--- src/rtl/i2p_pkg.sv ---
// ---------------------------------------------------------------------------
// i2p_pkg: shared definitions for the infix to postfix converter
// Stack sizing, character codes, precedence functions and the command and
// status bundles between the controller and the datapath.
// ---------------------------------------------------------------------------
`timescale 1ns / 1ps

package i2p_pkg;

  // Operator stack sizing. Entry 0 is the bottom marker; it is never written and its read data is never used.
  localparam int STACK_DEPTH = 32;
  localparam int TOP_W       = (STACK_DEPTH > 1) ? $clog2(STACK_DEPTH) : 1;
  localparam logic [TOP_W-1:0] TOP_MAX = TOP_W'(STACK_DEPTH - 1);

  // Character codes that the precedence functions single out.
  localparam logic [7:0] CH_PLUS   = 8'h2B;
  localparam logic [7:0] CH_MINUS  = 8'h2D;
  localparam logic [7:0] CH_STAR   = 8'h2A;
  localparam logic [7:0] CH_SLASH  = 8'h2F;
  localparam logic [7:0] CH_CARET  = 8'h5E;
  localparam logic [7:0] CH_DOLLAR = 8'h24;
  localparam logic [7:0] CH_LPAREN = 8'h28;
  localparam logic [7:0] CH_RPAREN = 8'h29;
  localparam logic [7:0] CH_HASH   = 8'h23;
  localparam logic [7:0] CH_TERM   = 8'h00;

  // Precedences are carried biased by one so they stay unsigned.
  localparam int PREC_W = 4;
  typedef logic [PREC_W-1:0] prec_t;

  // Input precedence G plus one.
  function automatic prec_t prec_in(input logic [7:0] c);
    prec_t p;
    case (c)
      CH_PLUS, CH_MINUS:  p = prec_t'(2);
      CH_STAR, CH_SLASH:  p = prec_t'(4);
      CH_CARET, CH_DOLLAR: p = prec_t'(7);
      CH_LPAREN:          p = prec_t'(10);
      CH_RPAREN:          p = prec_t'(1);
      default:            p = prec_t'(8);
    endcase
    return p;
  endfunction

  // Stack-top precedence F plus one.
  function automatic prec_t prec_stack(input logic [7:0] c);
    prec_t p;
    case (c)
      CH_PLUS, CH_MINUS:  p = prec_t'(3);
      CH_STAR, CH_SLASH:  p = prec_t'(5);
      CH_CARET, CH_DOLLAR: p = prec_t'(6);
      CH_LPAREN:          p = prec_t'(1);
      CH_HASH:            p = prec_t'(0);
      default:            p = prec_t'(9);
    endcase
    return p;
  endfunction

  // Controller states.
  typedef enum logic [2:0] {
    S_IDLE,
    S_EVAL,
    S_EVAL_WAIT,
    S_TAIL,
    S_FLUSH,
    S_FLUSH_WAIT,
    S_FINISH
  } state_t;

  // Commands from the controller to the datapath.
  typedef struct packed {
    logic load;        // capture the input word
    logic pop;         // drop the top entry
    logic push;        // push the held symbol, or flag overflow when full
    logic emit_top;    // emit the top entry
    logic emit_term;   // emit the expression terminator
    logic finish;      // release the held result as the last of its run
  } dp_cmd_t;

  // Status from the datapath to the controller.
  typedef struct packed {
    logic f_gt_g;      // stack-top precedence above input precedence
    logic f_eq_g;      // precedences equal (matched parenthesis)
    logic top_zero;    // only the bottom marker remains
    logic can_emit;    // a new result can be taken this cycle
    logic can_finish;  // the held result can go out this cycle
    logic held_valid;  // a result is held back
    logic end_flag;    // the current word ends the expression
  } dp_status_t;

endpackage

--- src/rtl/i2p_ram.sv ---
// ---------------------------------------------------------------------------
// i2p_ram: generic single-write, single-read RAM
// One write port and one read port with registered read data.
// ---------------------------------------------------------------------------
`timescale 1ns / 1ps

module i2p_ram #(
  parameter int WIDTH = 8,
  parameter int DEPTH = 32
) (
  input  logic                                    clk,
  input  logic                                    wr_en,
  input  logic [((DEPTH > 1) ? $clog2(DEPTH) : 1)-1:0] wr_addr,
  input  logic [WIDTH-1:0]                        wr_data,
  input  logic [((DEPTH > 1) ? $clog2(DEPTH) : 1)-1:0] rd_addr,
  output logic [WIDTH-1:0]                        rd_data
);

  logic [WIDTH-1:0] mem [DEPTH];

  // Write port and registered read port.
  always_ff @(posedge clk) begin
    if (wr_en) begin
      mem[wr_addr] <= wr_data;
    end
    rd_data <= mem[rd_addr];
  end

endmodule

--- src/rtl/i2p_ctrl.sv ---
// ---------------------------------------------------------------------------
// i2p_ctrl: sequencing controller
// Steps one word through the pop, match, push and flush phases and issues
// datapath commands. Every stack change is followed by a wait state that lets
// the registered stack read catch up.
// ---------------------------------------------------------------------------
`timescale 1ns / 1ps

module i2p_ctrl import i2p_pkg::*; (
  input  logic       clk,
  input  logic       rst,
  input  logic       in_valid,
  output logic       in_ready,
  input  dp_status_t status,
  output dp_cmd_t    cmd
);

  state_t state, state_next;

  // State register.
  always_ff @(posedge clk) begin
    if (rst) begin
      state <= S_IDLE;
    end else begin
      state <= state_next;
    end
  end

  // Next state and commands.
  always_comb begin
    state_next = state;
    cmd        = '0;
    in_ready   = 1'b0;
    case (state)
      S_IDLE: begin
        in_ready = 1'b1;
        if (in_valid) begin
          cmd.load   = 1'b1;
          state_next = S_EVAL;
        end
      end
      S_EVAL: begin
        if (status.f_gt_g) begin
          if (status.can_emit) begin
            cmd.emit_top = 1'b1;
            cmd.pop      = 1'b1;
            state_next   = S_EVAL_WAIT;
          end
        end else if (status.f_eq_g) begin
          cmd.pop    = 1'b1;
          state_next = S_TAIL;
        end else begin
          cmd.push   = 1'b1;
          state_next = S_TAIL;
        end
      end
      S_EVAL_WAIT: begin
        state_next = S_EVAL;
      end
      S_TAIL: begin
        state_next = status.end_flag ? S_FLUSH : S_FINISH;
      end
      S_FLUSH: begin
        if (status.can_emit) begin
          if (status.top_zero) begin
            cmd.emit_term = 1'b1;
            state_next    = S_FINISH;
          end else begin
            cmd.emit_top = 1'b1;
            cmd.pop      = 1'b1;
            state_next   = S_FLUSH_WAIT;
          end
        end
      end
      S_FLUSH_WAIT: begin
        state_next = S_FLUSH;
      end
      S_FINISH: begin
        if (!status.held_valid) begin
          state_next = S_IDLE;
        end else if (status.can_finish) begin
          cmd.finish = 1'b1;
          state_next = S_IDLE;
        end
      end
      default: begin
        state_next = S_IDLE;
      end
    endcase
  end

endmodule

--- src/rtl/i2p_datapath.sv ---
// ---------------------------------------------------------------------------
// i2p_datapath: operator stack and result registers
// Holds the stack pointer, the stack RAM, the overflow flag, one held-back
// result (so the last of a run can be marked) and the output register.
// ---------------------------------------------------------------------------
`timescale 1ns / 1ps

module i2p_datapath import i2p_pkg::*; (
  input  logic       clk,
  input  logic       rst,
  input  logic [7:0] in_symbol,
  input  logic       in_end,
  input  dp_cmd_t    cmd,
  output dp_status_t status,
  output logic       out_valid,
  input  logic       out_ready,
  output logic [7:0] out_char,
  output logic       out_last,
  output logic       out_done,
  output logic       out_ovf
);

  logic [TOP_W-1:0] stack_top;
  logic             overflow_seen;
  logic [7:0]       sym_reg;
  logic             end_reg;
  logic [7:0]       held_char;
  logic             held_done;
  logic             held_ovf;
  logic             held_valid;
  logic [7:0]       top_char;
  logic             push_ok;
  logic             out_free;
  logic             emit;
  logic             out_load;
  prec_t            f_prec;
  prec_t            g_prec;

  // Stack storage; the read port always follows the stack pointer.
  i2p_ram #(
    .WIDTH (8),
    .DEPTH (STACK_DEPTH)
  ) u_stack (
    .clk     (clk),
    .wr_en   (cmd.push && push_ok),
    .wr_addr (stack_top + TOP_W'(1)),
    .wr_data (sym_reg),
    .rd_addr (stack_top),
    .rd_data (top_char)
  );

  // Precedence compare; the bottom marker reads as the lowest precedence.
  always_comb begin
    f_prec   = (stack_top == '0) ? prec_t'(0) : prec_stack(top_char);
    g_prec   = prec_in(sym_reg);
    push_ok  = (stack_top != TOP_MAX);
    out_free = !out_valid || out_ready;
    emit     = cmd.emit_top || cmd.emit_term;
    out_load = (emit && held_valid) || cmd.finish;
  end

  assign status.f_gt_g     = (f_prec > g_prec);
  assign status.f_eq_g     = (f_prec == g_prec);
  assign status.top_zero   = (stack_top == '0);
  assign status.can_emit   = !held_valid || out_free;
  assign status.can_finish = out_free;
  assign status.held_valid = held_valid;
  assign status.end_flag   = end_reg;

  // Stack pointer and sticky overflow flag.
  always_ff @(posedge clk) begin
    if (rst) begin
      stack_top     <= '0;
      overflow_seen <= 1'b0;
    end else if (cmd.pop) begin
      stack_top <= stack_top - TOP_W'(1);
    end else if (cmd.push) begin
      if (push_ok) begin
        stack_top <= stack_top + TOP_W'(1);
      end else begin
        overflow_seen <= 1'b1;
      end
    end
  end

  // Input word capture.
  always_ff @(posedge clk) begin
    if (cmd.load) begin
      sym_reg <= in_symbol;
      end_reg <= in_end;
    end
  end

  // Held result: a new result waits here until the next one or the finish.
  always_ff @(posedge clk) begin
    if (rst) begin
      held_valid <= 1'b0;
    end else if (emit) begin
      held_valid <= 1'b1;
    end else if (cmd.finish) begin
      held_valid <= 1'b0;
    end
  end

  always_ff @(posedge clk) begin
    if (emit) begin
      held_char <= cmd.emit_term ? CH_TERM : top_char;
      held_done <= cmd.emit_term;
      held_ovf  <= overflow_seen;
    end
  end

  // Output register.
  always_ff @(posedge clk) begin
    if (rst) begin
      out_valid <= 1'b0;
    end else if (out_load) begin
      out_valid <= 1'b1;
    end else if (out_ready) begin
      out_valid <= 1'b0;
    end
  end

  always_ff @(posedge clk) begin
    if (out_load) begin
      out_char <= held_char;
      out_last <= cmd.finish;
      out_done <= held_done;
      out_ovf  <= held_ovf;
    end
  end

endmodule

--- src/rtl/infix_to_postfix_converter_core.sv ---
// Sequence: a word with nothing to pop passes the accept, compare, settle and
//   finish states; each popped or flushed entry adds a wait state for the registered
//   stack read, and the terminator of an end word is emitted from the flush state.
// Flow: one word at a time; a new word is accepted only in the idle state, and output
//   stalls hold the converter. Results leave through one output register.
// Reset: synchronous; empties the stack, clears the overflow flag, drops pending words.
// ---------------------------------------------------------------------------
// infix_to_postfix_converter_core: infix to postfix stream converter
// Rewrites infix characters to postfix with an operator stack and
// precedence functions, flushing on the last word of an expression.
// ---------------------------------------------------------------------------
`timescale 1ns / 1ps

module infix_to_postfix_converter_core import i2p_pkg::*; (
  input  logic       clk,
  input  logic       rst,
  input  logic       s_axis_tvalid,
  output logic       s_axis_tready,
  input  logic [7:0] s_axis_tdata,   // [7:0] symbol
  input  logic       s_axis_tlast,
  output logic       m_axis_tvalid,
  input  logic       m_axis_tready,
  output logic [7:0] m_axis_tdata,   // [7:0] out_char
  output logic       m_axis_tlast,
  output logic [1:0] m_axis_tuser    // [0] expr_done, [1] overflow
);

  dp_cmd_t    cmd;
  dp_status_t status;

  // Sequencing controller.
  i2p_ctrl u_ctrl (
    .clk      (clk),
    .rst      (rst),
    .in_valid (s_axis_tvalid),
    .in_ready (s_axis_tready),
    .status   (status),
    .cmd      (cmd)
  );

  // Stack and result datapath.
  i2p_datapath u_dp (
    .clk       (clk),
    .rst       (rst),
    .in_symbol (s_axis_tdata),
    .in_end    (s_axis_tlast),
    .cmd       (cmd),
    .status    (status),
    .out_valid (m_axis_tvalid),
    .out_ready (m_axis_tready),
    .out_char  (m_axis_tdata),
    .out_last  (m_axis_tlast),
    .out_done  (m_axis_tuser[0]),
    .out_ovf   (m_axis_tuser[1])
  );

endmodule

--- config.mk ---
export PLATFORM = sky130hd
export DESIGN_NAME = infix_to_postfix_converter_core
export DESIGN_NICKNAME = d
export VERILOG_FILES = /design/src/rtl/i2p_pkg.sv /design/src/rtl/i2p_ram.sv /design/src/rtl/i2p_ctrl.sv /design/src/rtl/i2p_datapath.sv /design/src/rtl/infix_to_postfix_converter_core.sv
export SDC_FILE = /design/constraint.sdc
export NUM_CORES = 1
export LEC_CHECK = 0
export BUFFER_PORTS_ARGS = -buffer_cell sky130_fd_sc_hd__buf_2
export CAP_MARGIN = 15
export CORE_AREA = 2 2 147 149
export DETAILED_ROUTE_END_ITERATION = 6
export DIE_AREA = 0 0 149 151
export PLACE_DENSITY = 0.76
export SLEW_MARGIN = 20
export SYNTH_ARGS = -nofsm -noshare
export SYNTH_HDL_FRONTEND = slang
export SYNTH_HIERARCHICAL = 1
export SYNTH_SLANG_ARGS = --single-unit
--- constraint.sdc ---
create_clock -name clk -period 5.6 [get_ports clk]
set_input_delay 0 -clock clk [delete_from_list [all_inputs] [get_ports clk]]
set_output_delay 0 -clock clk [all_outputs]
set_load 0.05 [all_outputs]
==> results by group, run 1 <==
Floorplanning
  • Io pins: 26
  • Die Wd: between 100 and 150 um
  • Row count: between 50 and 60
  • Core area: 20800 um2
  • Height of the die: 151 um
  • Die area: 22500 um2
  • Initial Util: between 50% and 60%

Critical path
  • CP max FO: 15
  • CP cell instances: inv_1, ha_1, nor4b_2, a211o_2, a31oi_1, ha_1, nand3_1, nor2_1, nor2_1, nor3_1, nor2b_1, nand3_1, nor2_1
  • R2R depth: 13
  • WP data arrival: 5.04 ns
  • Slowest CP cell: nor2_1
  • WP data required: roughly 5.8 ns
  • Crit. End Element: flip-flop
  • Crit start category: flip-flop
  • Cell repeated most along the worst path: nor2_1
  • CP max stage delay: 0.81 ns
  • Critical path class: flip-flop to flip-flop

CTS
  • Root buffer cell: clkbuf_16
  • Clk_lat worst skew: 0.55 ns
  • Post_cts resized: 0
  • TritonCTS clock tree: done
  • CTS sink cnt: 305
  • Post-CTS Hold Fix Bufs: 12
  • CTS H-Tree Depth: 1
  • Num CTS Buffers: 29
  • Clock Tree Buf Depth: 3
  • Total setup buffers inserted after CTS: 0
  • Clk slew on worst S/H paths: approximately 0.060 ns

GRT
  • Largest net degree at the start of global routing: 72
  • GR Util met2: 37.4%
  • Met3 Use GR: approximately 3.0%
  • First-pass GRT wire length: 37300 um
  • GRT overflow: 0
  • Initial antenna violation count: 0
  • GR Util met1: 31.2%
  • Vias in the first global route: 6126
  • Total global-route track usage: 22.6%
  • Global route hottest layer: met2

Timing
  • Tcrit/Tclk final: 87.1%
  • Worst-Margin Slew: 0.985 ns
  • Final min period: between 4 and 5 ns
  • Worst clock skew: 0.0257 ns
  • Max Fclk: 0.205 GHz
  • Max-slew headroom: 34.3%
  • Setup_tns: 0 ns
  • Number of setup violations in the final report: 0
  • Unrepaired setup endpoints after global routing: false
  • Final-report hold violation count: 0
  • Final count of pins violating max slew: 0

Synthesis
  • Register area share after synthesis: between 70% and 80%
  • Netlist cell types: a little under 60
  • Post-synth EDFFs: 286
  • Dominant cells by area after synthesis: edfxtp_1, mux4_2, dfxtp_1
  • Cells after Synth: 627
  • Share of the synthesized area in the top cell type: 69.9%
  • Predominant post-synthesis flop cell: edfxtp_1
  • Yosys top cell by area: edfxtp_1
  • Cell Area, Synth: around 12000 um2
  • Async S/R FF share, synth: 0%
  • Warning count from the yosys run: 6
  • Syn nets: 648
  • Syn Area/Cell: 19.6 um2
  • Yosys reg bits: 305

Routing
  • Drt initial violations: about 620
  • First-pass detailed-route iteration total: 5
  • DR vias/cell: 6.26
  • Drt wl/cell: 25.2 um
  • DRT antenna net count: 0
  • Final wirelength: between 20000 and 25000 um
  • Via count: 6100
  • Drt drc: 0

Cells and area
  • Most frequent cells in the layout: edfxtp_1, mux4_2, nor2_1
  • Share of cells above drive strength 1: 26.6%
  • Commonest non-fill, non-tap cell in the layout: edfxtp_1
  • # diodes: 0
  • Reg with most FFs: u_dp/u_stack/mem
  • Nets: 698
  • Filler Cell Count: 1338
  • Layout area overhead: 11.9%
  • Final core occ: approximately 66%
  • Max FFs per register: 256

Status
  • Status: complete, no violations

Run
  • Max-cap violations: 0

Placement
  • Dpl hpwl: 15100 um
  • Port bufs: 25
  • GP Congestion: around 0.85

Hold path
  • HP Class: input port to flip-flop
  • Hold path depth: 2

Power and ir drop
  • Peak supply drop: 282 uV
  • Power Dens Cells: 463 nW/um2
  • Leak: 0.00432 uW
[layer usage]
metal  share of wire (%)  routed length (um)
met1                  40                9800
met5                   0                   0
met4                 3.6                 889
met2                  49               12100
met3                 6.9                1690
[critical path: cells and delay by family, from the launching register on]
kind / cells / cell delay (ns)
buf+inv: 1 / 0.22
compound gates: 2 / 0.26
flops: 1 / 0.42
simple gates: 8 / 3.07
fa+ha+maj: 2 / 0.51
[cell usage after synthesis, drive strengths merged (2+ instances only)]
master	number
a22oi	2
and2b	2
dfxtp	19
or4b	3
nor2	55
nand3b	12
a21oi	11
a31oi	4
mux4	80
nor3	7
xor2	3
o21ai	10
nor3b	4
nor4b	3
nand3	8
mux2	8
nor2b	12
ha	8
clkbuf	13
o22a	2
a2bb2oi	2
or3b	4
and2	2
edfxtp	286
inv	11
nand2	9
buf	18
and3	2
xnor2	3
o22ai	2
nand2b	7
[cell type report]
type	count	area [um2]	area share, %
Clock buffer	43	798	5.80
Clock inverter	10	150	1.09
Inverter	11	41.3	0.300
Multi-Input combinational cell	280	3100	22.5
Sequential cell	305	8970	65.2
Tap cell	275	344	2.50
Timing Repair Buffer	50	347	2.52
[final timing paths]
path | startpoint | end | slack (ns)
worst max-delay path | u_dp/stack_top[0]$_SDFFE_PP0P_ | u_dp/u_stack/mem[11][7]$_DFFE_PP_ | 0.72
worst min-delay path | s_axis_tdata[6] | u_dp/sym_reg[6]$_DFFE_PP_ | 0.16
worst max register to register | u_dp/stack_top[0]$_SDFFE_PP0P_ | u_dp/u_stack/mem[11][7]$_DFFE_PP_ | 0.72
worst min register to register | u_dp/held_char[4]$_SDFFCE_PP0N_ | u_dp/out_char[4]$_DFFE_PP_ | 0.42
[stage by stage]
| stage | hold slack (ns) | power (uW) | cells | instance area (um2) | worst slack [ns] |
|---|---|---|---|---|---|
| after detailed placement | 0.179 | 4450 | 909 | 12700 | 0.874 |
| final | 0.156 | 6370 | 974 | 13800 | 0.724 |
| after floorplan | 0.0724 | 4040 | 627 | 12300 | 1.38 |
| after global placement | 0.177 | 4410 | 909 | 12700 | 1.10 |
| after global routing | 0.164 | 6610 | 974 | 13800 | 0.451 |
| after CTS | 0.146 | 6390 | 974 | 13700 | 0.836 |
[where the power goes]
| part | switching [uW] | internal, uW | total (uW) |
|---|---|---|---|
| combinational | 855 | 662 | 1520 |
| sequential | 143 | 2770 | 2910 |
| clock | 775 | 1170 | 1940 |
| total | 1770 | 4600 | 6370 |
[cell families (layout without fill, tap and decap cells)]
| group | count (synthesis) | count (layout) | synth area share, % |
|---|---|---|---|
| muxes | 88 | 88 | 15.4 |
| adders and majority gates | 8 | 8 | 0.815 |
| and+or+nand+nor | 136 | 136 | 6.25 |
| DFF | 305 | 305 | 73.0 |
| buffers and inverters | 42 | 114 | 1.79 |
| xor gates and xnor gates | 6 | 6 | 0.428 |
| AOI/OAI and AO/OA | 42 | 42 | 2.33 |
Note: power is estimated with default switching activity, not from simulation.
==> run 2: changes to the inputs <==
--- a/config.mk
+++ b/config.mk
@@ -7,10 +7,12 @@
 export LEC_CHECK = 0
 export BUFFER_PORTS_ARGS = -buffer_cell sky130_fd_sc_hd__buf_2
 export CAP_MARGIN = 15
-export CORE_AREA = 2 2 147 149
+export CELL_PAD_IN_SITES_DETAIL_PLACEMENT = 1
+export CELL_PAD_IN_SITES_GLOBAL_PLACEMENT = 1
+export CORE_AREA = 2 2 153 155
 export DETAILED_ROUTE_END_ITERATION = 6
-export DIE_AREA = 0 0 149 151
-export PLACE_DENSITY = 0.76
+export DIE_AREA = 0 0 155 157
+export PLACE_DENSITY_LB_ADDON = 0.1
 export SLEW_MARGIN = 20
 export SYNTH_ARGS = -nofsm -noshare
 export SYNTH_HDL_FRONTEND = slang
==> run 2 against run 1 <==
Clock power rose by 4%. Design area rose by 1.1%. Die area up 8.2%. Global-route usage rose by 0.070 points. Sequential power barely moved. Power increased by 1.6%. Sequential share of layout area is 0.68 points lower. Largest cell class unchanged. Highest routed layer unchanged.
==> results by group, run 2 (same netlist as run 1, synthesis figures left out) <==
Cells and area
  • Post-route cell area: 13900 um2 (+1.1%)
  • Share of cells above drive strength 1: 29.2% (+2.6 points)
  • Most frequent cells in the layout: edfxtp_1, mux4_2, nor2_1
  • FF+latch area: 8970 um2 (unchanged)
  • Commonest non-fill, non-tap cell in the layout: edfxtp_1
  • Layout area overhead: 13.1%
  • Multi-input gate area: 3100 um2 (unchanged)
  • # diodes: 0 (unchanged)
  • Filler Cell Count: 1902 (+42%)
  • Nets: 709 (+1.6%)
  • Max FFs per register: 256 (unchanged)
  • Reg with most FFs: u_dp/u_stack/mem

Timing
  • Worst-Margin Slew: 1.03 ns (+0.0419 ns)
  • Max-slew headroom: 31.5% (-2.8 points)
  • Final-report hold violation count: 0 (unchanged)
  • Final min period: 4.95 ns (+0.0744 ns)
  • Max Fclk: 0.202 GHz (-1.5%)
  • Tcrit/Tclk final: 88.4% (+1.3 points)
  • Worst clock skew: 0.00902 ns (-0.0167 ns)
  • Number of setup violations in the final report: 0 (unchanged)
  • Final count of pins violating max slew: 0 (unchanged)
  • Unrepaired setup endpoints after global routing: false
  • Hold slack: 0.154 ns (-0.00175 ns)
  • Setup_tns: 0 ns (unchanged)

Placement
  • Area after DPL: 12800 um2 (+0.63%)
  • GP Congestion: 0.816 (-4.2%)
  • Dpl hpwl: 16900 um (+11%)
  • Port bufs: 25 (unchanged)

Power and ir drop
  • Psw: 1880 uW (+5.9%)
  • Comb pwr share: 24.0% (+0.2 points)
  • Leak: 0.00440 uW (+1.8%)
  • Peak supply drop: 389 uV (+38%)
  • Sequential group share of total power: 44.9% (-0.8 points)
  • Power Dens Cells: 466 nW/um2 (+0.57%)
  • Clock power share: 31.1% (+0.6 points)
  • Sw Share: 29.0% (+1.2 points)
  • Int Pwr: 4600 uW (about the same)

Floorplanning
  • Row count: 55 (+3.8%)
  • Die Wd: 155 um (+4.0%)
  • Initial Util: 54.6% (-4.4 points)
  • Core area: 22500 um2 (+8.1%)
  • Io pins: 26 (unchanged)
  • Die area: 24300 um2 (+8.2%)
  • Height of the die: 157 um (+4.0%)

Critical path
  • Critical path class: flip-flop to flip-flop
  • Reg2reg start: u_dp/sym_reg[3]$_DFFE_PP_
  • CP max FO: 26 (+11)
  • Reg2reg setup slack: 0.65 ns (-0.07 ns)
  • Crit. End Element: flip-flop
  • Crit start category: flip-flop
  • WP data arrival: 5.14 ns (+0.10 ns)
  • Critical R2R Capture: u_dp/u_stack/mem[4][5]$_DFFE_PP_
  • R2R depth: 13 (unchanged)
  • WP data required: 5.79 ns (+0.03 ns)

Routing
  • Final wirelength: 26400 um (+7.6%)
  • Drt wl/cell: 26.5 um (+5.1%)
  • Drt drc: 0 (unchanged)
  • First-pass detailed-route iteration total: 6 (+1)
  • Via count: 6028 (-1.2%)
  • DRT antenna net count: 0 (unchanged)
  • DR vias/cell: 6.05 (-3.5%)
  • Drt initial violations: 475 (-24%)

GRT
  • Initial antenna violation count: 0 (unchanged)
  • Total global-route track usage: 22.7% (+0.070 points)
  • Largest net degree at the start of global routing: 71 (-1.4%)
  • GRT overflow: 0 (unchanged)
  • First-pass GRT wire length: 40500 um (+8.6%)
  • Vias in the first global route: 6491 (+6.0%)

CTS
  • TritonCTS clock tree: done
  • Total setup buffers inserted after CTS: 0 (unchanged)
  • Clock Tree Buf Depth: 3 (unchanged)
  • Root buffer cell: clkbuf_16
  • Clk slew on worst S/H paths: 0.06 ns (about the same)
  • CTS sink cnt: 305 (unchanged)
  • Clk_lat worst skew: 0.57 ns (+0.02 ns)
  • Num CTS Buffers: 31 (+6.9%)
  • CTS H-Tree Depth: 1 (unchanged)

Run
  • Max-cap violations: 0 (unchanged)

Status
  • Status: complete, no violations

Hold path
  • Hold worst-path end: u_dp/end_reg$_DFFE_PP_
  • HP Class: input port to flip-flop
  • Hold_sp: s_axis_tlast
  • Hold path depth: 2 (unchanged)
## run 2: changes by cell type in the layout (fill, tap and decap cells not counted), sizes merged
| cell | delta |
|---|---|
| buf | +9 |
| bufinv | -3 |
| clkbuf | -3 |
| clkinv | +5 |
| clkinvlp | +5 |
## run 2: repair_timing
item                                    4_1_cts  5_1_grt
endpoints found under the setup margin        0        0
hold buffers                                 12        0
gates resized for setup                       0        0
hold endpoints to repair                     20        0
## run 2: how the worst max path moves through the flow
| stage | from | end | slack, ns |
|---|---|---|---|
| after floorplan | u_dp/sym_reg[4]$_DFFE_PP_ | u_dp/u_stack/mem[12][0]$_DFFE_PP_ | 1.38 |
| after global placement | u_dp/sym_reg[3]$_DFFE_PP_ | u_dp/u_stack/mem[28][5]$_DFFE_PP_ | 0.97 |
| after detailed placement | u_dp/sym_reg[3]$_DFFE_PP_ | u_dp/u_stack/mem[11][1]$_DFFE_PP_ | 0.62 |
| after CTS | u_dp/sym_reg[3]$_DFFE_PP_ | u_dp/u_stack/mem[15][2]$_DFFE_PP_ | 0.60 |
| after global routing | u_dp/sym_reg[3]$_DFFE_PP_ | u_dp/u_stack/mem[4][5]$_DFFE_PP_ | 0.19 |
| final | u_dp/sym_reg[3]$_DFFE_PP_ | u_dp/u_stack/mem[4][5]$_DFFE_PP_ | 0.65 |
## run 2: area by class of cell
cell class                      instances  area share [%]
Timing Repair Buffer                   59            2.95
Inverter                               11           0.297
Sequential cell                       305            64.6
Clock buffer                           40            6.35
Clock inverter                         17           0.972
Multi-Input combinational cell        280            22.3
Tap cell                              285            2.57
## run 2: worst max-delay path, stage by stage, from the launching register on
cell	delay (ns)
edfxtp_1	1.01
nand2_1	0.20
nor3_1	0.28
nand3_1	0.13
o21ai_0	0.12
ha_1	0.28
nand3_1	0.12
o22ai_1	0.08
nor2_1	0.09
nor2_1	0.11
nor3_1	0.37
nor2b_1	0.45
or3b_2	0.65
nor2_1	0.68
## run 2: power by group through the flow
stage          sequential [uW]  combinational, uW  clock, uW
4_1_cts                   2910               1570       2050
5_1_grt                   2930               1680       2130
3_3_place_gp              2940               1510          0
6_report                  2910               1550       2010
2_1_floorplan             2940               1100          0
3_5_place_dp              2960               1560          0
## run 2: per-stage QoR
step | util, % | std cells | setup WS [ns] | total power [uW]
floorplan | - | 627 | 1.38 | 4040
finish | 61.8 | 997 | 0.649 | 6480
detailed placement | 56.7 | 928 | 0.618 | 4510
global route | 61.8 | 997 | 0.190 | 6730
global placement | 56.7 | 928 | 0.969 | 4450
CTS | 61.8 | 997 | 0.599 | 6530
## run 2: routing by layer
layer	global-route usage, %	vias up	wire (um)
li1	-	2667	-
met2	38.0	152	13100
met1	31.6	3164	11300
met5	0	-	0
met4	6.57	0	767
met3	3.33	45	1200
